==> src/rtl/core/assert_macros.svh <==
// assertion helpers shared by the core rtl
`ifndef ASSERT_MACROS_SVH
`define ASSERT_MACROS_SVH

// same-cycle implication, disabled while reset is asserted
`define NAU_ASSERT_IMP(label, clk, rst_n, ante, cons) \
	label: assert property (@(posedge clk) disable iff (!(rst_n)) (ante) |-> (cons)) \
		else $error("assertion failed");

// next-cycle implication, disabled while reset is asserted
`define NAU_ASSERT_NXT(label, clk, rst_n, ante, cons) \
	label: assert property (@(posedge clk) disable iff (!(rst_n)) (ante) |=> (cons)) \
		else $error("assertion failed");

`endif

==> src/rtl/core/nau_pkg.sv <==
`timescale 1ns / 1ps

package nau_pkg;

	// fixed-point format and table geometry
	localparam int FRAC_BITS      = 12;
	localparam int TABLE_SEGMENTS = 32;
	localparam int IN_W           = 16;
	localparam int SLOPE_W        = 13;
	localparam int SEG_BITS       = $clog2(TABLE_SEGMENTS);
	localparam int POS_BITS       = FRAC_BITS + 3;          // |x| < 8.0 range
	localparam int FRAC_W         = POS_BITS - SEG_BITS;    // interpolation fraction
	localparam int ARG_W          = IN_W + 1;               // room for 2x
	localparam int DIFF_W         = 8;                      // max node step is 255
	localparam int PROD_W         = DIFF_W + FRAC_W;
	localparam int ONE_INT        = 1 << FRAC_BITS;

	localparam logic [SLOPE_W-1:0] ONE = SLOPE_W'(ONE_INT);

	// activation select codes
	typedef enum logic [1:0] {
		KIND_RELU     = 2'd0,
		KIND_SIGMOID  = 2'd1,
		KIND_TANH     = 2'd2,
		KIND_IDENTITY = 2'd3
	} act_kind_t;

	// sigmoid(8*i/TABLE_SEGMENTS) scaled by ONE, rounded
	localparam logic [SLOPE_W-1:0] SIG_NODE [0:TABLE_SEGMENTS] = '{
		13'd2048, 13'd2303, 13'd2550, 13'd2782, 13'd2994, 13'd3184, 13'd3349, 13'd3490,
		13'd3608, 13'd3705, 13'd3785, 13'd3850, 13'd3902, 13'd3943, 13'd3976, 13'd4002,
		13'd4022, 13'd4038, 13'd4051, 13'd4061, 13'd4069, 13'd4075, 13'd4079, 13'd4083,
		13'd4086, 13'd4088, 13'd4090, 13'd4091, 13'd4092, 13'd4093, 13'd4094, 13'd4094,
		13'd4095
	};

	// item leaving the sigmoid interpolator
	typedef struct packed {
		logic                   valid;
		act_kind_t              kind;
		logic signed [IN_W-1:0] x;
		logic                   neg;
		logic [SLOPE_W-1:0]     mag;   // sigmoid of the magnitude
	} nau_sig_t;

endpackage

==> src/rtl/core/nau_sig_interp.sv <==
`timescale 1ns / 1ps
`include "assert_macros.svh"

module nau_sig_interp (
	input  logic                         clk,
	input  logic                         arst_n,
	input  logic                         in_valid,
	input  nau_pkg::act_kind_t           kind,
	input  logic signed [nau_pkg::IN_W-1:0] sample,
	output nau_pkg::nau_sig_t            sig_out
);
	import nau_pkg::*;

	logic signed [ARG_W-1:0] arg;
	logic [ARG_W-1:0]        arg_abs;

	logic                    valid_s1;
	act_kind_t               kind_s1;
	logic signed [IN_W-1:0]  x_s1;
	logic                    neg_s1;
	logic                    sat_s1;
	logic [SEG_BITS-1:0]     seg_s1;
	logic [FRAC_W-1:0]       frac_s1;

	logic                    valid_s2;
	act_kind_t               kind_s2;
	logic signed [IN_W-1:0]  x_s2;
	logic                    neg_s2;
	logic                    sat_s2;
	logic [FRAC_W-1:0]       frac_s2;
	logic [SLOPE_W-1:0]      lo_s2;
	logic [DIFF_W-1:0]       diff_s2;

	logic [SEG_BITS:0]       seg_hi;
	logic [SLOPE_W-1:0]      node_step;
	logic [PROD_W-1:0]       prod;
	logic [SLOPE_W-1:0]      interp;

	logic                    valid_s3;
	act_kind_t               kind_s3;
	logic signed [IN_W-1:0]  x_s3;
	logic                    neg_s3;
	logic [SLOPE_W-1:0]      mag_s3;

	// table argument: 2x for tanh, magnitude and sign
	always_comb begin
		if (kind == KIND_TANH) begin
			arg = {sample, 1'b0};
		end else begin
			arg = {sample[IN_W-1], sample};
		end
		arg_abs = arg[ARG_W-1] ? ARG_W'(-arg) : arg;
	end

	// stage 1: segment, fraction, saturation flag
	always_ff @(posedge clk or negedge arst_n) begin
		if (!arst_n) begin
			valid_s1 <= 1'b0;
		end else begin
			valid_s1 <= in_valid;
		end
	end

	always_ff @(posedge clk) begin
		kind_s1 <= kind;
		x_s1    <= sample;
		neg_s1  <= arg[ARG_W-1];
		sat_s1  <= |arg_abs[ARG_W-1:POS_BITS];
		seg_s1  <= arg_abs[POS_BITS-1 -: SEG_BITS];
		frac_s1 <= arg_abs[FRAC_W-1:0];
	end

	// stage 2: node lookup
	assign seg_hi    = {1'b0, seg_s1} + 1'b1;
	assign node_step = SIG_NODE[seg_hi] - SIG_NODE[seg_s1];

	always_ff @(posedge clk or negedge arst_n) begin
		if (!arst_n) begin
			valid_s2 <= 1'b0;
		end else begin
			valid_s2 <= valid_s1;
		end
	end

	always_ff @(posedge clk) begin
		kind_s2 <= kind_s1;
		x_s2    <= x_s1;
		neg_s2  <= neg_s1;
		sat_s2  <= sat_s1;
		frac_s2 <= frac_s1;
		lo_s2   <= SIG_NODE[seg_s1];
		diff_s2 <= node_step[DIFF_W-1:0];
	end

	// stage 3: linear interpolation with rounding
	always_comb begin
		prod   = PROD_W'(diff_s2) * PROD_W'(frac_s2);
		interp = lo_s2 + SLOPE_W'((prod + PROD_W'(1 << (FRAC_W - 1))) >> FRAC_W);
	end

	always_ff @(posedge clk or negedge arst_n) begin
		if (!arst_n) begin
			valid_s3 <= 1'b0;
		end else begin
			valid_s3 <= valid_s2;
		end
	end

	always_ff @(posedge clk) begin
		kind_s3 <= kind_s2;
		x_s3    <= x_s2;
		neg_s3  <= neg_s2;
		mag_s3  <= sat_s2 ? ONE : interp;
	end

	assign sig_out.valid = valid_s3;
	assign sig_out.kind  = kind_s3;
	assign sig_out.x     = x_s3;
	assign sig_out.neg   = neg_s3;
	assign sig_out.mag   = mag_s3;

	// interpolated sigmoid never passes one
	`NAU_ASSERT_IMP(a_mag_range, clk, arst_n, valid_s3, mag_s3 <= ONE)
	// the saturation flag forces exactly one on the next stage
	`NAU_ASSERT_NXT(a_sat_one, clk, arst_n, valid_s2 && sat_s2, mag_s3 == ONE)

endmodule

==> src/rtl/core/nau_deriv.sv <==
`timescale 1ns / 1ps
`include "assert_macros.svh"

module nau_deriv (
	input  logic                             clk,
	input  logic                             arst_n,
	input  nau_pkg::nau_sig_t                sig_in,
	output logic                             done,
	output logic signed [nau_pkg::IN_W-1:0]  activation,
	output logic [nau_pkg::SLOPE_W-1:0]      slope
);
	import nau_pkg::*;

	localparam int MUL_W = SLOPE_W + 1;
	localparam int MPR_W = 2 * MUL_W;

	logic [SLOPE_W-1:0]       sig_val;
	logic signed [IN_W-1:0]   y_next;

	logic                     valid_s4;
	act_kind_t                kind_s4;
	logic signed [IN_W-1:0]   y_s4;

	logic signed [MUL_W-1:0]  y_n;
	logic signed [MUL_W-1:0]  mul_b;

	logic                     valid_s5;
	act_kind_t                kind_s5;
	logic signed [IN_W-1:0]   y_s5;
	logic signed [MPR_W-1:0]  prod_s5;

	logic signed [MPR_W-1:0]  rnd;
	logic [SLOPE_W-1:0]       slope_next;
	act_kind_t                kind_q;

	// stage 4: symmetry and activation select
	always_comb begin
		sig_val = sig_in.neg ? ONE - sig_in.mag : sig_in.mag;
		case (sig_in.kind)
			KIND_RELU: begin
				y_next = sig_in.x[IN_W-1] ? '0 : sig_in.x;
			end
			KIND_SIGMOID: begin
				y_next = $signed(IN_W'(sig_val));
			end
			KIND_TANH: begin
				y_next = $signed(IN_W'({sig_val, 1'b0})) - $signed(IN_W'(ONE));
			end
			default: begin
				y_next = sig_in.x;
			end
		endcase
	end

	always_ff @(posedge clk or negedge arst_n) begin
		if (!arst_n) begin
			valid_s4 <= 1'b0;
		end else begin
			valid_s4 <= sig_in.valid;
		end
	end

	always_ff @(posedge clk) begin
		kind_s4 <= sig_in.kind;
		y_s4    <= y_next;
	end

	// stage 5: y*(1-y) for sigmoid, y*y for tanh
	always_comb begin
		y_n = y_s4[MUL_W-1:0];
		if (kind_s4 == KIND_SIGMOID) begin
			mul_b = $signed(MUL_W'(ONE)) - y_n;
		end else begin
			mul_b = y_n;
		end
	end

	always_ff @(posedge clk or negedge arst_n) begin
		if (!arst_n) begin
			valid_s5 <= 1'b0;
		end else begin
			valid_s5 <= valid_s4;
		end
	end

	always_ff @(posedge clk) begin
		kind_s5 <= kind_s4;
		y_s5    <= y_s4;
		prod_s5 <= y_n * mul_b;
	end

	// output stage: round, scale back, select slope
	always_comb begin
		rnd = (prod_s5 + $signed(MPR_W'(ONE_INT >> 1))) >>> FRAC_BITS;
		case (kind_s5)
			KIND_RELU: begin
				slope_next = (!y_s5[IN_W-1] && (y_s5 != '0)) ? ONE : '0;
			end
			KIND_SIGMOID: begin
				slope_next = rnd[SLOPE_W-1:0];
			end
			KIND_TANH: begin
				slope_next = ONE - rnd[SLOPE_W-1:0];
			end
			default: begin
				slope_next = ONE;
			end
		endcase
	end

	always_ff @(posedge clk or negedge arst_n) begin
		if (!arst_n) begin
			done <= 1'b0;
		end else begin
			done <= valid_s5;
		end
	end

	always_ff @(posedge clk) begin
		activation <= y_s5;
		slope      <= slope_next;
		kind_q     <= kind_s5;
	end

	// derivative never exceeds one
	`NAU_ASSERT_IMP(a_slope_range, clk, arst_n, done, slope <= ONE)
	// relu output is never negative
	`NAU_ASSERT_IMP(a_relu_pos, clk, arst_n, done && (kind_q == KIND_RELU), !activation[IN_W-1])

endmodule

==> src/rtl/core/neural_activation_unit_core.sv <==
// Neural activation unit: ReLU, sigmoid, tanh or identity on signed Q4.12 samples.
// Configuration: act_kind is written from cfg_wdata at any edge with cfg_we high
//   (0 relu, 1 sigmoid, 2 tanh, 3 identity); change it only while no sample is in flight.
// Input: a sample is transferred at each rising edge with start high and busy low.
//   busy is always low, so one sample can be transferred every cycle.
// Output: each sample gives one result; done is high for exactly one cycle while
//   activation (y, Q4.12 signed) and slope (derivative from y, Q1.12 unsigned) are valid.
// Pipeline: done follows the cycle in which start was taken through the six register
//   stages (argument, node lookup, interpolation, activation select, slope multiply,
//   output register).
// Throughput: one sample per cycle, results in the same order as the samples.
// Sigmoid is a 33-node constant table with linear interpolation; tanh uses the same
//   table at 2x. The receiver cannot stall, so results are never held back.
// Reset: arst_n clears the pipeline valid bits and sets act_kind to relu;
//   no result is produced for samples in flight at reset.
`timescale 1ns / 1ps
`include "assert_macros.svh"

module neural_activation_unit_core (
	input  logic                             clk,
	input  logic                             arst_n,
	input  logic                             cfg_we,
	input  logic [1:0]                       cfg_wdata,
	input  logic                             start,
	output logic                             busy,
	input  logic signed [nau_pkg::IN_W-1:0]  sample,
	output logic                             done,
	output logic signed [nau_pkg::IN_W-1:0]  activation,
	output logic [nau_pkg::SLOPE_W-1:0]      slope
);
	import nau_pkg::*;

	act_kind_t act_kind_q;
	nau_sig_t  sig_item;
	logic      accept;

	// fully pipelined, never back-pressures the sender
	assign busy   = 1'b0;
	assign accept = start && !busy;

	// configuration register
	always_ff @(posedge clk or negedge arst_n) begin
		if (!arst_n) begin
			act_kind_q <= KIND_RELU;
		end else if (cfg_we) begin
			act_kind_q <= act_kind_t'(cfg_wdata);
		end
	end

	// sigmoid interpolation pipeline
	nau_sig_interp u_interp (
		.clk      (clk),
		.arst_n   (arst_n),
		.in_valid (accept),
		.kind     (act_kind_q),
		.sample   (sample),
		.sig_out  (sig_item)
	);

	// activation and derivative pipeline
	nau_deriv u_deriv (
		.clk        (clk),
		.arst_n     (arst_n),
		.sig_in     (sig_item),
		.done       (done),
		.activation (activation),
		.slope      (slope)
	);

	// every result traces back to an earlier transfer
	`NAU_ASSERT_IMP(a_done_latency, clk, arst_n, done, $past(start, 6))
	// every item leaving the interpolator traces back to an accepted transfer
	`NAU_ASSERT_IMP(a_interp_latency, clk, arst_n, sig_item.valid, $past(accept, 3))

endmodule
==> config.mk <==
export PLATFORM = sky130hd
export DESIGN_NAME = neural_activation_unit_core
export DESIGN_NICKNAME = d
export VERILOG_FILES = /design/src/rtl/core/nau_pkg.sv /design/src/rtl/core/nau_sig_interp.sv /design/src/rtl/core/nau_deriv.sv /design/src/rtl/core/neural_activation_unit_core.sv
export VERILOG_INCLUDE_DIRS = /design/src /design/src/rtl/core
export SDC_FILE = /design/constraint.sdc
export NUM_CORES = 1
export LEC_CHECK = 0
export ABC_CLOCK_PERIOD_IN_PS = 7300
export BUFFER_PORTS_ARGS = -buffer_cell sky130_fd_sc_hd__clkbuf_2
export CORE_MARGIN = 4
export CORE_UTILIZATION = 35
export CTS_BUF_LIST = sky130_fd_sc_hd__clkbuf_16
export CTS_CLUSTER_SIZE = 14
export DETAILED_ROUTE_END_ITERATION = 16
export SLEW_MARGIN = 20
export SYNTH_ARGS = -nofsm -noshare
export SYNTH_HDL_FRONTEND = slang
export SYNTH_SLANG_ARGS = --single-unit
export TNS_END_PERCENT = 10
==> constraint.sdc <==
create_clock -name clk -period 7.3 [get_ports clk]
set_input_delay 0.365 -clock clk [delete_from_list [all_inputs] [get_ports clk]]
set_output_delay 0.365 -clock clk [all_outputs]
set_load 0.02 [all_outputs]
# After elaboration in Yosys (flattened, before gate mapping)
# Memory sizes are Yosys's and may differ from the RTL's.
# Cells that the tools add are included.
# totals
register_bits,216
romBits,1664
n_memories,2
output_inout_bits,31
# mem_list
memory,words,width,read_ports,rd_clocked_by_memory_dff,wr,line,rtl
(name not given),64,13,1,0,0,nau_sig_interp.sv:75,assign node_step = SIG_NODE[seg_hi] - SIG_NODE[seg_s1];
(name not given),64,13,1,0,0,nau_sig_interp.sv:75,
# classes
muxes,12
order_cmp,2
n_eq_ne,6
addsub,10
reduce_logical,6
mul,2
bitwise,2
# ops
cell,count
two-way mux 13 bit,4
case mux 16 bit (3 select lines),1
case mux 13 bit (3 select lines),1
"subtractor 13 bit, first input constant",2
"adder 25 x 13 -> 25 bit, second input constant",1
multiplier 14 x 14 -> 25 bit,1
"adder 18 x 10 -> 18 bit, second input constant",1
multiplier 8 x 10 -> 18 bit,1
two-way mux 17 bit,1
negation 17 bit,1
two-way mux 16 bit,1
two-way mux 8 bit,2
nonzero test 16 bit,1
two-way mux 15 bit,1
"subtractor 14 x 13 -> 15 bit, second input constant",1
two-way mux 14 bit,1
"subtractor 14 bit, first input constant",1
adder 13 x 8 -> 13 bit,1
subtractor 8 bit,1
">= comparator 6 x 7 -> 1 bit, second input constant",1
">= comparator 7 bit, second input constant",1
NOT 6 -> 7 bit,1
"adder 5 x 1 -> 6 bit, second input constant",1
"equality test 2 x 1 -> 1 bit, second input constant",3
6 further kinds,9

# Logic depth before layout (Yosys ltp)
# Gate-level depths: netlist of the first run.
# depth
ltp_word,6
mapped_depth,27
ltp_nobuf,26

# Cells and area by module
# Synthesis of the first run repeated with hierarchy kept, for this count alone.
# hier_totals
cells_unflattened,1909
hier_area_um2,17469.3
# modules_own_cells
module,cells_per_inst,seq_area_each_um2,area_per_inst_um2,n_inst
nau_deriv,1090,1656.6,10043.4,1
nau_sig_interp,813,2337.2,7342.0,1
neural_activation_unit_core,6,50.0,83.8,1

# Least setup slack after synthesis of the first run
# OpenSTA, ideal clock, no wires.
# synth_timing
path_type,register to register
start,register u_deriv.y_s4[0]
end,register u_deriv.prod_s5[21]
slack_ns,0.731
period_less_slack_ns,6.569
required_ns,7.178
arrival_time_ns,6.447
path_stages_with_launch,26
n_path_buf,1
path_cell_list,dfxtp_1 -> inv_1 -> ha_1 -> nor3b_1 -> nor3b_2 -> or3_1 -> nand2_1 -> clkbuf_1 -> nand2_1 -> fa_1 -> inv_1 -> fa_1 -> fa_1 -> fa_1 -> inv_1 -> fa_1 -> inv_1 -> fa_1 -> ha_1 -> and3_1 -> nand3_1 -> o221a_2 -> o31a_1 -> o21ai_4 -> a2111oi_0 -> a311o_1
# synth_between
elab_chain_len,3
# synth_lines
element,line,rtl
"start, declared",nau_deriv.sv:22,logic signed [IN_W-1:0] y_s4;
"start signal, assigned",nau_deriv.sv:65,y_s4 <= y_next;
subtractor 14 bit,nau_deriv.sv:72,mul_b = $signed(MUL_W'(ONE)) - y_n;
two-way mux 14 bit,nau_deriv.sv:71,if (kind_s4 == KIND_SIGMOID) begin
multiplier 14 x 14 -> 25 bit (*),nau_deriv.sv:89,prod_s5 <= y_n * mul_b;
"end signal, assigned",nau_deriv.sv:89,
"end, declared",nau_deriv.sv:30,logic signed [MPR_W-1:0] prod_s5;
# Every way passes the cells marked *; elsewhere a longest branch is shown, timed or not.
# A chain may end at the register's enable or synchronous reset.

# Worst setup path in the final report of the first run
# layout_timing
start,register u_deriv.y_s4[1]
end,register u_deriv.prod_s5[24]
# Same word-level chain as after synthesis.

==> results of run 1 <==
==> area by class of cell <==
cell class	count	share of cell area, %
multi-input combinational	1276	61.9
sequential	200	21.7
timing repair buffer	84	2.73
inverter	293	5.90
clock buffer	17	2.28
clock inverter	15	1.32
tap	615	4.13
==> how the worst max path moves through the flow <==
stage                          startpoint             endpoint  cells past startpoint  slack, ns
final                     u_deriv.y_s4[1]  u_deriv.prod_s5[24]                     24       0.42
after global routing      u_deriv.y_s4[1]  u_deriv.prod_s5[24]                     24       0.01
after CTS                 u_deriv.y_s4[1]  u_deriv.prod_s5[21]                     23       0.25
after detailed placement  u_deriv.y_s4[1]  u_deriv.prod_s5[21]                     23       0.28
after global placement    u_deriv.y_s4[1]  u_deriv.prod_s5[24]                     21       0.48
after floorplan           u_deriv.y_s4[0]  u_deriv.prod_s5[21]                     25       0.73
==> state kept, by name, summed over array words and instances (netlist names), 8 cells and up <==
register	count
u_interp.lo_s2	11
u_deriv.slope	13
u_interp.x_s2	15
u_interp.x_s3	15
u_deriv.activation	16
u_interp.frac_s2	10
u_interp.diff_s2	8
u_interp.mag_s3	13
u_interp.frac_s1	10
u_deriv.y_s4	16
u_deriv.y_s5	16
u_deriv.prod_s5	14
u_interp.x_s1	15
==> cell usage after synthesis (5+ instances only) <==
cell type                  instances  area [um2]
sky130_fd_sc_hd__inv_1           293        1100
sky130_fd_sc_hd__nand2_1         229         860
sky130_fd_sc_hd__fa_1            223        4460
sky130_fd_sc_hd__dfxtp_1         192        3840
sky130_fd_sc_hd__ha_1            132        1650
sky130_fd_sc_hd__and2_1           95         594
sky130_fd_sc_hd__a21oi_1          80         400
sky130_fd_sc_hd__clkbuf_1         72         270
sky130_fd_sc_hd__nor2_1           67         251
sky130_fd_sc_hd__xnor2_1          61         534
sky130_fd_sc_hd__o21ai_0          55         275
sky130_fd_sc_hd__xor2_1           37         324
sky130_fd_sc_hd__nand3_1          28         140
sky130_fd_sc_hd__nor3_1           26         130
sky130_fd_sc_hd__nor2b_1          21         131
sky130_fd_sc_hd__mux2i_1          17         170
sky130_fd_sc_hd__nand2b_1         16         100
sky130_fd_sc_hd__o22ai_1          16         100
sky130_fd_sc_hd__a21o_1           13        97.6
sky130_fd_sc_hd__a221oi_1         11        96.3
sky130_fd_sc_hd__o211ai_1         11        82.6
sky130_fd_sc_hd__o21a_1           10        75.1
sky130_fd_sc_hd__nor4_1            9        56.3
sky130_fd_sc_hd__or2_2             9        56.3
sky130_fd_sc_hd__and3_1            8        50.1
sky130_fd_sc_hd__dfrtp_1           8         200
sky130_fd_sc_hd__a211oi_1          7        52.6
sky130_fd_sc_hd__buf_2             6        30.0
sky130_fd_sc_hd__nand4_1           6        37.5
sky130_fd_sc_hd__or3_1             6        37.5
sky130_fd_sc_hd__a31oi_1           5        31.3
sky130_fd_sc_hd__buf_1             5        18.8
sky130_fd_sc_hd__o21bai_1          5        37.5
==> repair_timing <==
item                       4_1_cts  5_1_grt
gates resized for setup          0        4
hold buffers                     2        0
hold endpoints to repair         9        0
setup endpoints to repair        0        6
==> through the flow <==
step / setup WS (ns) / hold WS (ns) / instance area, um2 / cells / utilization (%)
floorplan: 0.731 / 0.0694 / 17000 / 1854 / -
global placement: 0.483 / 0.216 / 17900 / 2466 / 37.5
detailed placement: 0.280 / 0.223 / 17900 / 2466 / 37.5
CTS: 0.252 / 0.0303 / 18600 / 2500 / 38.9
global route: 0.0149 / 0.0405 / 18600 / 2500 / 38.9
finish: 0.423 / 0.0627 / 18600 / 2500 / 38.9
==> metal layers <==
metal	global-route usage [%]	wire [um]
met1	18.2	15900
met2	25.9	18600
met3	2.18	1410
met4	4.57	924
met5	0	0
==> logic make-up (layout without fill, tap and decap cells) <==
kind of cell    Yosys count  count (layout)
flops                   200             200
mux                      23              23
fa+ha+maj               355             355
xor+xnor                 98              98
compound gates          262             262
other cells               1               1
buf+inv                 378             409
simple gates            537             537
==> impl_results.html, run 1 <==
<table>
<tr><th>Metric</th><th>Value</th></tr>
<tr><th colspan="2">Timing</th></tr>
<tr><td>Setup_tns</td><td>0 ns</td></tr>
<tr><td>Maximum clock frequency</td><td>0.145 GHz</td></tr>
<tr><td>Worst slew pin tran</td><td>0.995 ns</td></tr>
<tr><td>Fin crit period</td><td>6.88 ns</td></tr>
<tr><td>Unrepaired setup endpoints after global routing</td><td>false</td></tr>
<tr><td>Number of hold violations in the final report</td><td>0</td></tr>
<tr><td>Worst-case clock skew</td><td>0.0155 ns</td></tr>
<tr><td>Number of slew-limit violations in the final report</td><td>0</td></tr>
<tr><td>Share of the clock period used by the worst path</td><td>94.2%</td></tr>
<tr><td>Slew headroom</td><td>33.6%</td></tr>
<tr><td>Final setup violation count</td><td>0</td></tr>
<tr><th colspan="2">GRT</th></tr>
<tr><td>Via count of the first global-routing pass</td><td>12900</td></tr>
<tr><td>Initial antenna violation count</td><td>0</td></tr>
<tr><td>Maximum number of pins on one net before global-route repair</td><td>33</td></tr>
<tr><td>Global-route usage over all layers</td><td>14.6%</td></tr>
<tr><td>Overflow left after global routing</td><td>0</td></tr>
<tr><td>First-pass GRT wire length</td><td>63.5 mm</td></tr>
<tr><th colspan="2">Detailed routing</th></tr>
<tr><td>Post-detailed-routing wire length</td><td>36.8 mm</td></tr>
<tr><td>Post-DR vias/cell</td><td>4.91</td></tr>
<tr><td>DR iter-0 viols</td><td>582</td></tr>
<tr><td>Antenna-violating nets left</td><td>0</td></tr>
<tr><td>Via count</td><td>12300</td></tr>
<tr><td>Drt pass-1 iters</td><td>5</td></tr>
<tr><td>Number of remaining DRC errors</td><td>0</td></tr>
<tr><td>Wire per inst</td><td>14.7 um</td></tr>
<tr><th colspan="2">Clock tree</th></tr>
<tr><td>Number of buffers between clock root and the deepest sink</td><td>2</td></tr>
<tr><td>Clock buffers created by TritonCTS</td><td>17</td></tr>
<tr><td>TritonCTS Sinks</td><td>200</td></tr>
<tr><td>CTS tree</td><td>built</td></tr>
<tr><td>Count of buffers added by post-CTS timing repair for setup</td><td>0</td></tr>
<tr><td>Clock root cell</td><td>sky130_fd_sc_hd__clkbuf_16</td></tr>
<tr><td>Clock H-tree levels</td><td>4</td></tr>
<tr><td>Clk pin slew, worst setup/hold paths</td><td>0.09 ns</td></tr>
<tr><td>Clock latency of the later-clocked register in the worst-skew pair</td><td>0.45 ns</td></tr>
<tr><th colspan="2">Synthesis</th></tr>
<tr><td>Fraction of the mapped netlist area in compound gates</td><td>9.87%</td></tr>
<tr><td>Adder-cell area share of the yosys netlist</td><td>36.0%</td></tr>
<tr><td>Seq cells post-synth</td><td>200</td></tr>
<tr><td>Synthesized netlist cell count</td><td>1854</td></tr>
<tr><td>Sequential cell area fraction in the yosys report</td><td>23.8%</td></tr>
<tr><td>Mapped cell area</td><td>0.0170 mm2</td></tr>
<tr><td>Average cell area after synthesis</td><td>9.17 um2</td></tr>
<tr><td>Async S/R FF share, synth</td><td>4.00%</td></tr>
<tr><td>Post-Syn Nets</td><td>2231</td></tr>
<tr><td>Main combinational cell family by area after synthesis</td><td>adder cells</td></tr>
<tr><td>Parity-gate share of the synthesized area counting xor and xnor cells</td><td>5.05%</td></tr>
<tr><td>Mux contribution to synthesized area</td><td>1.53%</td></tr>
<tr><td>Number of flops mapped to enable cells by yosys</td><td>0</td></tr>
<tr><td>Post-synthesis cell type count</td><td>74</td></tr>
<tr><td>Flip-flop cell with the highest count after synthesis</td><td>sky130_fd_sc_hd__dfxtp_1</td></tr>
<tr><td>Number of warnings issued by yosys</td><td>0</td></tr>
<tr><td>Synthesized-area fraction occupied by and/or/nand/nor cells</td><td>15.3%</td></tr>
<tr><th colspan="2">Setup path</th></tr>
<tr><td>CP cell instances</td><td>inv_1, ha_1, nor3b_1, nor3b_2, a21oi_1, xor2_1, buf_4, and2_1, fa_1, fa_1, fa_1, fa_1, fa_1, inv_1, fa_1, inv_1, ha_1, a21oi_1, o21ai_0, nand3b_1, a31oi_1, o21ai_0, a21oi_1, xnor2_1</td></tr>
<tr><td>Type of element launching the critical path</td><td>register</td></tr>
<tr><td>Slowest cell on crit path</td><td>sky130_fd_sc_hd__fa_1</td></tr>
<tr><td>Critical register-to-register path startpoint</td><td>u_deriv.y_s4[1]</td></tr>
<tr><td>Cell repeated most along the worst path</td><td>sky130_fd_sc_hd__fa_1</td></tr>
<tr><td>Length in cells of the worst reg-to-reg path</td><td>24</td></tr>
<tr><td>Crit path buf inv count</td><td>4</td></tr>
<tr><td>Max stage delay on crit path</td><td>0.57 ns</td></tr>
<tr><td>Biggest fanout along the worst timing path</td><td>13</td></tr>
<tr><td>Crit path capture type</td><td>register</td></tr>
<tr><td>Reg-to-reg setup timing slack</td><td>0.42 ns</td></tr>
<tr><td>Class of the most critical setup path</td><td>register to register</td></tr>
<tr><td>Required time reported for the critical path endpoint</td><td>7.62 ns</td></tr>
<tr><td>Top Family by Delay on Critical Path</td><td>adder cells</td></tr>
<tr><td>Worst r2r dst</td><td>u_deriv.prod_s5[24]</td></tr>
<tr><td>Data arrival, critical path</td><td>7.20 ns</td></tr>
<tr><th colspan="2">Final layout</th></tr>
<tr><td>Share of post-route cells with drive strength above 1</td><td>7.69%</td></tr>
<tr><td>Area of combinational cells with multiple inputs</td><td>0.0115 mm2</td></tr>
<tr><td>Fill cell instance count of the final layout</td><td>4781</td></tr>
<tr><td>Number of inserted diodes</td><td>0</td></tr>
<tr><td>Nets</td><td>2249</td></tr>
<tr><td>Layout Area Growth over Synthesis</td><td>9.59%</td></tr>
<tr><td>Flip-flop and latch area</td><td>0.00404 mm2</td></tr>
<tr><td>Top library cells by usage in the layout, fill and taps aside</td><td>sky130_fd_sc_hd__inv_1 (293), sky130_fd_sc_hd__nand2_1 (228), sky130_fd_sc_hd__fa_1 (223)</td></tr>
<tr><td>Commonest non-fill, non-tap cell in the layout</td><td>sky130_fd_sc_hd__inv_1</td></tr>
<tr><th colspan="2">Job</th></tr>
<tr><td>Total of max-cap violations</td><td>0</td></tr>
<tr><th colspan="2">Outcome</th></tr>
<tr><td>Status</td><td>finished clean</td></tr>
<tr><th colspan="2">Die</th></tr>
<tr><td>Area enclosed by the die boundary</td><td>0.0522 mm2</td></tr>
<tr><td>Width of the chip</td><td>228 um</td></tr>
<tr><td>Effective utilization at floorplan</td><td>35.5%</td></tr>
<tr><td>Io pins</td><td>53</td></tr>
<tr><td>Row count</td><td>80</td></tr>
<tr><td>Height of the die</td><td>228 um</td></tr>
<tr><td>Area of the core region</td><td>0.0478 mm2</td></tr>
<tr><th colspan="2">Place</th></tr>
<tr><td>Gpl congestion</td><td>0.843</td></tr>
<tr><td>Detailed Place HPWL</td><td>29.5 mm</td></tr>
<tr><td>Number of buffers added on ports</td><td>51</td></tr>
<tr><th colspan="2">Min path</th></tr>
<tr><td>Path type of the worst min-delay path</td><td>primary input to register</td></tr>
<tr><td>Start point of the worst min-delay path</td><td>sample[12]</td></tr>
<tr><td>Worst hold path depth</td><td>1</td></tr>
<tr><td>Destination of the worst hold path</td><td>u_interp.x_s1[12]</td></tr>
</table>
Power of run 1 is left out: the tool's default activity adds up to more than one toggle a clock period on the data nets, which glitch-free logic cannot reach.
==> run 2: changes to the inputs <==
--- a/config.mk
+++ b/config.mk
@@ -13,6 +13,7 @@
 export CTS_BUF_LIST = sky130_fd_sc_hd__clkbuf_16
 export CTS_CLUSTER_SIZE = 14
 export DETAILED_ROUTE_END_ITERATION = 16
+export PLACE_DENSITY_LB_ADDON = 0.2
 export SLEW_MARGIN = 20
 export SYNTH_ARGS = -nofsm -noshare
 export SYNTH_HDL_FRONTEND = slang
==> impl_results.html, run 2 (synthesized netlist as in run 1, its figures left out) <==
<table>
<tr><th>Metric</th><th>Value</th></tr>
<tr><th colspan="2">Outcome</th></tr>
<tr><td>Status</td><td>finished clean</td></tr>
<tr><th colspan="2">Final layout</th></tr>
<tr><td>Flip-flop and latch area</td><td>0.00404 mm2</td></tr>
<tr><td>Fin cells</td><td>2499</td></tr>
<tr><td>Nets</td><td>2248</td></tr>
<tr><td>Layout Area Growth over Synthesis</td><td>9.62%</td></tr>
<tr><td>Number of inserted diodes</td><td>0</td></tr>
<tr><td>Top library cells by usage in the layout, fill and taps aside</td><td>sky130_fd_sc_hd__inv_1 (293), sky130_fd_sc_hd__nand2_1 (227), sky130_fd_sc_hd__fa_1 (222)</td></tr>
<tr><td>Fill cell instance count of the final layout</td><td>4843</td></tr>
<tr><td>Area of combinational cells with multiple inputs</td><td>0.0116 mm2</td></tr>
<tr><td>Top flop regs</td><td>u_deriv.activation x16, u_deriv.y_s4 x16, u_deriv.y_s5 x16</td></tr>
<tr><td>Commonest non-fill, non-tap cell in the layout</td><td>sky130_fd_sc_hd__inv_1</td></tr>
<tr><td>Share of post-route cells with drive strength above 1</td><td>7.75%</td></tr>
<tr><th colspan="2">Place</th></tr>
<tr><td>DP Cell Count</td><td>2465</td></tr>
<tr><td>Detailed Place HPWL</td><td>30.9 mm</td></tr>
<tr><td>Gpl congestion</td><td>0.840</td></tr>
<tr><td>Number of buffers added on ports</td><td>51</td></tr>
<tr><th colspan="2">Die</th></tr>
<tr><td>Area of the core region</td><td>0.0478 mm2</td></tr>
<tr><td>Area enclosed by the die boundary</td><td>0.0522 mm2</td></tr>
<tr><td>Io pins</td><td>53</td></tr>
<tr><td>Width of the chip</td><td>228 um</td></tr>
<tr><td>Height of the die</td><td>228 um</td></tr>
<tr><td>Effective utilization at floorplan</td><td>35.5%</td></tr>
<tr><td>Row count</td><td>80</td></tr>
<tr><th colspan="2">Min path</th></tr>
<tr><td>Path type of the worst min-delay path</td><td>primary input to register</td></tr>
<tr><th colspan="2">Setup path</th></tr>
<tr><td>Data arrival, critical path</td><td>7.21 ns</td></tr>
<tr><td>CP cell instances</td><td>inv_1, ha_1, nor3b_2, nor3b_4, or3_1, nand2_1, nand2_1, fa_1, inv_1, fa_1, fa_1, fa_1, inv_1, fa_1, inv_1, fa_1, ha_1, and3_1, nand3_1, o221a_2, o31a_1, o21ai_4, a2111oi_0, a311o_1</td></tr>
<tr><td>Biggest fanout along the worst timing path</td><td>7</td></tr>
<tr><td>Cell repeated most along the worst path</td><td>sky130_fd_sc_hd__fa_1</td></tr>
<tr><td>Crit path capture type</td><td>register</td></tr>
<tr><td>Crit path buf inv count</td><td>4</td></tr>
<tr><td>Max stage delay on crit path</td><td>0.54 ns</td></tr>
<tr><td>Type of element launching the critical path</td><td>register</td></tr>
<tr><td>Required time reported for the critical path endpoint</td><td>7.70 ns</td></tr>
<tr><td>Slowest cell on crit path</td><td>sky130_fd_sc_hd__fa_1</td></tr>
<tr><td>Top Family by Delay on Critical Path</td><td>adder cells</td></tr>
<tr><td>Class of the most critical setup path</td><td>register to register</td></tr>
<tr><th colspan="2">Detailed routing</th></tr>
<tr><td>Antenna-violating nets left</td><td>0</td></tr>
<tr><td>Wire per inst</td><td>15.7 um</td></tr>
<tr><td>Via count</td><td>12200</td></tr>
<tr><td>Post-detailed-routing wire length</td><td>39.2 mm</td></tr>
<tr><td>Drt pass-1 iters</td><td>5</td></tr>
<tr><td>Number of remaining DRC errors</td><td>0</td></tr>
<tr><td>DR iter-0 viols</td><td>630</td></tr>
<tr><td>Post-DR vias/cell</td><td>4.86</td></tr>
<tr><th colspan="2">Clock tree</th></tr>
<tr><td>Clk pin slew, worst setup/hold paths</td><td>0.10 ns</td></tr>
<tr><td>Clock H-tree levels</td><td>4</td></tr>
<tr><td>Count of buffers added by post-CTS timing repair for setup</td><td>0</td></tr>
<tr><td>Clock buffers created by TritonCTS</td><td>17</td></tr>
<tr><td>Clock root cell</td><td>sky130_fd_sc_hd__clkbuf_16</td></tr>
<tr><td>Number of buffers between clock root and the deepest sink</td><td>2</td></tr>
<tr><td>TritonCTS Sinks</td><td>200</td></tr>
<tr><td>CTS tree</td><td>built</td></tr>
<tr><td>Clock latency of the later-clocked register in the worst-skew pair</td><td>0.47 ns</td></tr>
<tr><th colspan="2">Job</th></tr>
<tr><td>Total of max-cap violations</td><td>0</td></tr>
<tr><th colspan="2">Timing</th></tr>
<tr><td>Worst-case clock skew</td><td>0.0226 ns</td></tr>
<tr><td>Final setup violation count</td><td>0</td></tr>
<tr><td>Fin crit period</td><td>6.81 ns</td></tr>
<tr><td>Slew headroom</td><td>34.3%</td></tr>
<tr><td>Number of hold violations in the final report</td><td>0</td></tr>
<tr><td>Number of slew-limit violations in the final report</td><td>0</td></tr>
<tr><td>Maximum clock frequency</td><td>0.147 GHz</td></tr>
<tr><td>Share of the clock period used by the worst path</td><td>93.3%</td></tr>
<tr><td>Worst slew pin tran</td><td>0.984 ns</td></tr>
<tr><td>Unrepaired setup endpoints after global routing</td><td>false</td></tr>
<tr><td>Setup_tns</td><td>0 ns</td></tr>
<tr><th colspan="2">GRT</th></tr>
<tr><td>First-pass GRT wire length</td><td>66.6 mm</td></tr>
<tr><td>Overflow left after global routing</td><td>0</td></tr>
<tr><td>Maximum number of pins on one net before global-route repair</td><td>33</td></tr>
<tr><td>Via count of the first global-routing pass</td><td>13000</td></tr>
<tr><td>Initial antenna violation count</td><td>0</td></tr>
<tr><td>Global-route usage over all layers</td><td>15.7%</td></tr>
</table>
==> run 2: cell types whose count changed in the layout (fill, tap and decap cells not counted), sizes merged <==
cell / delta
inv: -2
clkinv: +1
buf: -1
bufinv: +1
==> run 2: stage by stage <==
stage | area [um2] | hold WS, ns | util [%] | setup slack [ns]
after floorplan | 17000 | 0.0694 | - | 0.731
after global placement | 17900 | 0.217 | 37.4 | 0.491
after detailed placement | 17900 | 0.227 | 37.4 | 0.338
after CTS | 18600 | 0.0370 | 38.9 | 0.325
after global routing | 18600 | 0.0527 | 38.9 | 0.0319
final | 18600 | 0.0792 | 38.9 | 0.492
==> run 2: what timing repair did <==
| item | in CTS | in global routing |
|---|---|---|
| setup endpoints to repair | 0 | 4 |
| endpoints found under the hold margin | 9 | 0 |
| resized for setup | 0 | 9 |
| hold buffers | 2 | 0 |
==> run 2: routing by layer <==
layer / share of wire, % / global-route usage, % / wire, um / up-vias
li1: - / - / - / 5928
met1: 45 / 20.2 / 17700 / 5967
met2: 50 / 27.7 / 19700 / 216
met3: 2.9 / 2.17 / 1130 / 44
met4: 1.9 / 4.40 / 739 / 0
met5: 0 / 0 / 0 / -
==> run 2: final timing paths <==
path / start / to / slack, ns / cells past startpoint
min in group asynchronous: arst_n / u_deriv.valid_s5 / 0.29 / 2
setup / recovery: u_deriv.y_s4[0] / u_deriv.prod_s5[21] / 0.49 / 24
setup reg to reg: u_deriv.y_s4[0] / u_deriv.prod_s5[21] / 0.49 / 24
hold reg to reg: u_interp.frac_s1[2] / u_interp.frac_s2[2] / 0.33 / 0
max in group asynchronous: arst_n / u_interp.valid_s1 / 6.84 / 2
hold / removal: sample[14] / u_interp.x_s1[14] / 0.08 / 1
==> run 2: final cells by class <==
| type | instances | area share (%) |
|---|---|---|
| inverters | 293 | 5.90 |
| multi-input cells | 1276 | 62.1 |
| clock buffers | 17 | 2.28 |
| clock inverters | 15 | 1.24 |
| flip-flops and latches | 200 | 21.7 |
| well taps | 615 | 4.13 |
| repair buffers | 83 | 2.69 |
Power of run 2 is left out for the same reason.
==> run 3: changes to the inputs <==
--- a/config.mk
+++ b/config.mk
@@ -8,8 +8,9 @@
 export LEC_CHECK = 0
 export ABC_CLOCK_PERIOD_IN_PS = 7300
 export BUFFER_PORTS_ARGS = -buffer_cell sky130_fd_sc_hd__clkbuf_2
+export CAP_MARGIN = 5
 export CORE_MARGIN = 4
-export CORE_UTILIZATION = 35
+export CORE_UTILIZATION = 50
 export CTS_BUF_LIST = sky130_fd_sc_hd__clkbuf_16
 export CTS_CLUSTER_SIZE = 14
 export DETAILED_ROUTE_END_ITERATION = 16
==> impl_results.html, run 3 (synthesized netlist as in run 1, its figures left out) <==
<table>
<tr><th>Metric</th><th>Value</th></tr>
<tr><th colspan="2">Outcome</th></tr>
<tr><td>Status</td><td>finished clean</td></tr>
<tr><th colspan="2">Setup path</th></tr>
<tr><td>Crit path capture type</td><td>register</td></tr>
<tr><td>Critical register-to-register path startpoint</td><td>u_deriv.y_s4[1]</td></tr>
<tr><td>Top Family by Delay on Critical Path</td><td>adder cells</td></tr>
<tr><td>Biggest fanout along the worst timing path</td><td>13</td></tr>
<tr><td>Count of cell instances traversed by the critical path</td><td>24</td></tr>
<tr><td>Type of element launching the critical path</td><td>register</td></tr>
<tr><td>Cell repeated most along the worst path</td><td>sky130_fd_sc_hd__fa_1</td></tr>
<tr><td>CP cell instances</td><td>inv_1, ha_1, nor3b_2, o21ai_0, nand2_2, and2_1, fa_1, inv_1, fa_1, inv_1, fa_1, fa_1, fa_1, inv_1, fa_1, inv_1, ha_1, a21oi_1, o21ai_0, nand3b_1, a31oi_1, o21ai_0, a21oi_1, xnor2_1</td></tr>
<tr><td>Class of the most critical setup path</td><td>register to register</td></tr>
<tr><td>Data arrival, critical path</td><td>7.23 ns</td></tr>
<tr><td>Max stage delay on crit path</td><td>0.59 ns</td></tr>
<tr><td>Crit path buf inv count</td><td>5</td></tr>
<tr><td>Length in cells of the worst reg-to-reg path</td><td>24</td></tr>
<tr><td>Required time reported for the critical path endpoint</td><td>7.68 ns</td></tr>
<tr><td>Worst r2r dst</td><td>u_deriv.prod_s5[24]</td></tr>
<tr><td>Critical Path Start</td><td>u_deriv.y_s4[1]</td></tr>
<tr><td>Slowest cell on crit path</td><td>sky130_fd_sc_hd__fa_1</td></tr>
<tr><td>Crit path capture</td><td>u_deriv.prod_s5[24]</td></tr>
<tr><td>Reg-to-reg setup timing slack</td><td>0.46 ns</td></tr>
<tr><th colspan="2">Final layout</th></tr>
<tr><td>Nets</td><td>2243</td></tr>
<tr><td>Final std cell area, no fill</td><td>0.0184 mm2</td></tr>
<tr><td>Number of inserted diodes</td><td>0</td></tr>
<tr><td>Commonest non-fill, non-tap cell in the layout</td><td>sky130_fd_sc_hd__inv_1</td></tr>
<tr><td>Top flop regs</td><td>u_deriv.activation x16, u_deriv.y_s4 x16, u_deriv.y_s5 x16</td></tr>
<tr><td>Layout Area Growth over Synthesis</td><td>8.33%</td></tr>
<tr><td>Share of post-route cells with drive strength above 1</td><td>7.61%</td></tr>
<tr><td>Top library cells by usage in the layout, fill and taps aside</td><td>sky130_fd_sc_hd__inv_1 (293), sky130_fd_sc_hd__nand2_1 (227), sky130_fd_sc_hd__fa_1 (222)</td></tr>
<tr><th colspan="2">Clock tree</th></tr>
<tr><td>Clk pin slew, worst setup/hold paths</td><td>0.09 ns</td></tr>
<tr><td>Clock latency of the later-clocked register in the worst-skew pair</td><td>0.45 ns</td></tr>
<tr><td>Count of buffers added by post-CTS timing repair for setup</td><td>0</td></tr>
<tr><td>TritonCTS Sinks</td><td>200</td></tr>
<tr><td>Clock root cell</td><td>sky130_fd_sc_hd__clkbuf_16</td></tr>
<tr><td>CTS tree</td><td>built</td></tr>
<tr><td>Clock H-tree levels</td><td>4</td></tr>
<tr><td>Number of buffers between clock root and the deepest sink</td><td>2</td></tr>
<tr><td>Clock buffers created by TritonCTS</td><td>17</td></tr>
<tr><th colspan="2">Place</th></tr>
<tr><td>Number of buffers added on ports</td><td>51</td></tr>
<tr><td>Detailed Place HPWL</td><td>28.7 mm</td></tr>
<tr><td>Cell Area, Placed</td><td>0.0177 mm2</td></tr>
<tr><td>Gpl congestion</td><td>0.855</td></tr>
<tr><th colspan="2">Min path</th></tr>
<tr><td>Path type of the worst min-delay path</td><td>primary input to register</td></tr>
<tr><th colspan="2">Timing</th></tr>
<tr><td>Share of the clock period used by the worst path</td><td>93.8%</td></tr>
<tr><td>Number of hold violations in the final report</td><td>0</td></tr>
<tr><td>Post-route worst hold slack</td><td>0.0812 ns</td></tr>
<tr><td>Slew headroom</td><td>31.8%</td></tr>
<tr><td>Maximum clock frequency</td><td>0.146 GHz</td></tr>
<tr><td>Worst slew pin tran</td><td>1.02 ns</td></tr>
<tr><td>Fin crit period</td><td>6.84 ns</td></tr>
<tr><td>Final setup violation count</td><td>0</td></tr>
<tr><td>Setup_tns</td><td>0 ns</td></tr>
<tr><td>Unrepaired setup endpoints after global routing</td><td>false</td></tr>
<tr><td>Number of slew-limit violations in the final report</td><td>0</td></tr>
<tr><td>Worst-case clock skew</td><td>0.00759 ns</td></tr>
<tr><th colspan="2">Die</th></tr>
<tr><td>Area enclosed by the die boundary</td><td>0.0370 mm2</td></tr>
<tr><td>Area of the core region</td><td>0.0335 mm2</td></tr>
<tr><td>Io pins</td><td>53</td></tr>
<tr><td>Height of the die</td><td>192 um</td></tr>
<tr><td>Effective utilization at floorplan</td><td>50.7%</td></tr>
<tr><td>Width of the chip</td><td>192 um</td></tr>
<tr><td>Row count</td><td>67</td></tr>
<tr><th colspan="2">GRT</th></tr>
<tr><td>Global-route usage over all layers</td><td>20.9%</td></tr>
<tr><td>GR met3 Demand/Resource</td><td>2.89%</td></tr>
<tr><td>First-pass GRT wire length</td><td>62.2 mm</td></tr>
<tr><td>GRT met1 Usage</td><td>26.0%</td></tr>
<tr><td>Overflow left after global routing</td><td>0</td></tr>
<tr><td>Routing layer with the top usage in global route</td><td>met2</td></tr>
<tr><td>Via count of the first global-routing pass</td><td>12500</td></tr>
<tr><td>Met2 track demand over resource in global routing</td><td>37.2%</td></tr>
<tr><td>Maximum number of pins on one net before global-route repair</td><td>33</td></tr>
<tr><td>Initial antenna violation count</td><td>0</td></tr>
<tr><th colspan="2">Detailed routing</th></tr>
<tr><td>Wire per inst</td><td>15.6 um</td></tr>
<tr><td>Via count</td><td>12200</td></tr>
<tr><td>Post-DR vias/cell</td><td>5.24</td></tr>
<tr><td>Post-detailed-routing wire length</td><td>36.4 mm</td></tr>
<tr><td>Number of remaining DRC errors</td><td>0</td></tr>
<tr><td>DR iter-0 viols</td><td>655</td></tr>
<tr><td>Drt pass-1 iters</td><td>5</td></tr>
<tr><td>Antenna-violating nets left</td><td>0</td></tr>
<tr><th colspan="2">Job</th></tr>
<tr><td>Total of max-cap violations</td><td>0</td></tr>
</table>
## run 3: per-layer routing
| layer | routed length [um] | vias to the layer above |
|---|---|---|
| li1 | - | 5909 |
| met1 | 15600 | 5954 |
| met2 | 18300 | 261 |
| met3 | 1290 | 65 |
| met4 | 1190 | 0 |
| met5 | 0 | - |
## run 3: cell type report
class	count	area [um2]
fill	3072	15100
multi-input combinational	1276	11600
sequential	200	4040
inverter	293	1100
tap	448	561
timing repair buffer	78	463
clock buffer	17	425
clock inverter	15	250
## run 3: worst min path at each step
| stage | start | end | slack (ns) | depth (start not counted) |
|---|---|---|---|---|
| after CTS | sample[12] | u_interp.x_s1[12] | 0.05 | 1 |
| after detailed placement | arst_n | u_interp.valid_s3 | 0.23 | 1 |
| after global routing | sample[12] | u_interp.x_s1[12] | 0.05 | 1 |
| after floorplan | arst_n | act_kind_q[0] | 0.07 | 0 |
| final | sample[12] | u_interp.x_s1[12] | 0.08 | 1 |
| after global placement | arst_n | u_interp.valid_s1 | 0.22 | 1 |
## run 3: stage by stage
| step | instances | setup slack (ns) | util [%] |
|---|---|---|---|
| 3_5_place_dp | 2293 | 0.141 | 52.7 |
| 5_1_grt | 2327 | 0.0220 | 54.9 |
| 4_1_cts | 2327 | 0.0116 | 54.8 |
| 2_1_floorplan | 1854 | 0.731 | - |
| 6_report | 2327 | 0.455 | 54.9 |
| 3_3_place_gp | 2293 | 0.342 | 52.7 |
## run 3: what timing repair did
item / in CTS / in global routing
gates resized for setup: 0 / 12
endpoints found under the hold margin: 9 / 0
hold buffers: 2 / 0
setup endpoints to repair: 0 / 9
Power of run 3 is left out for the same reason.
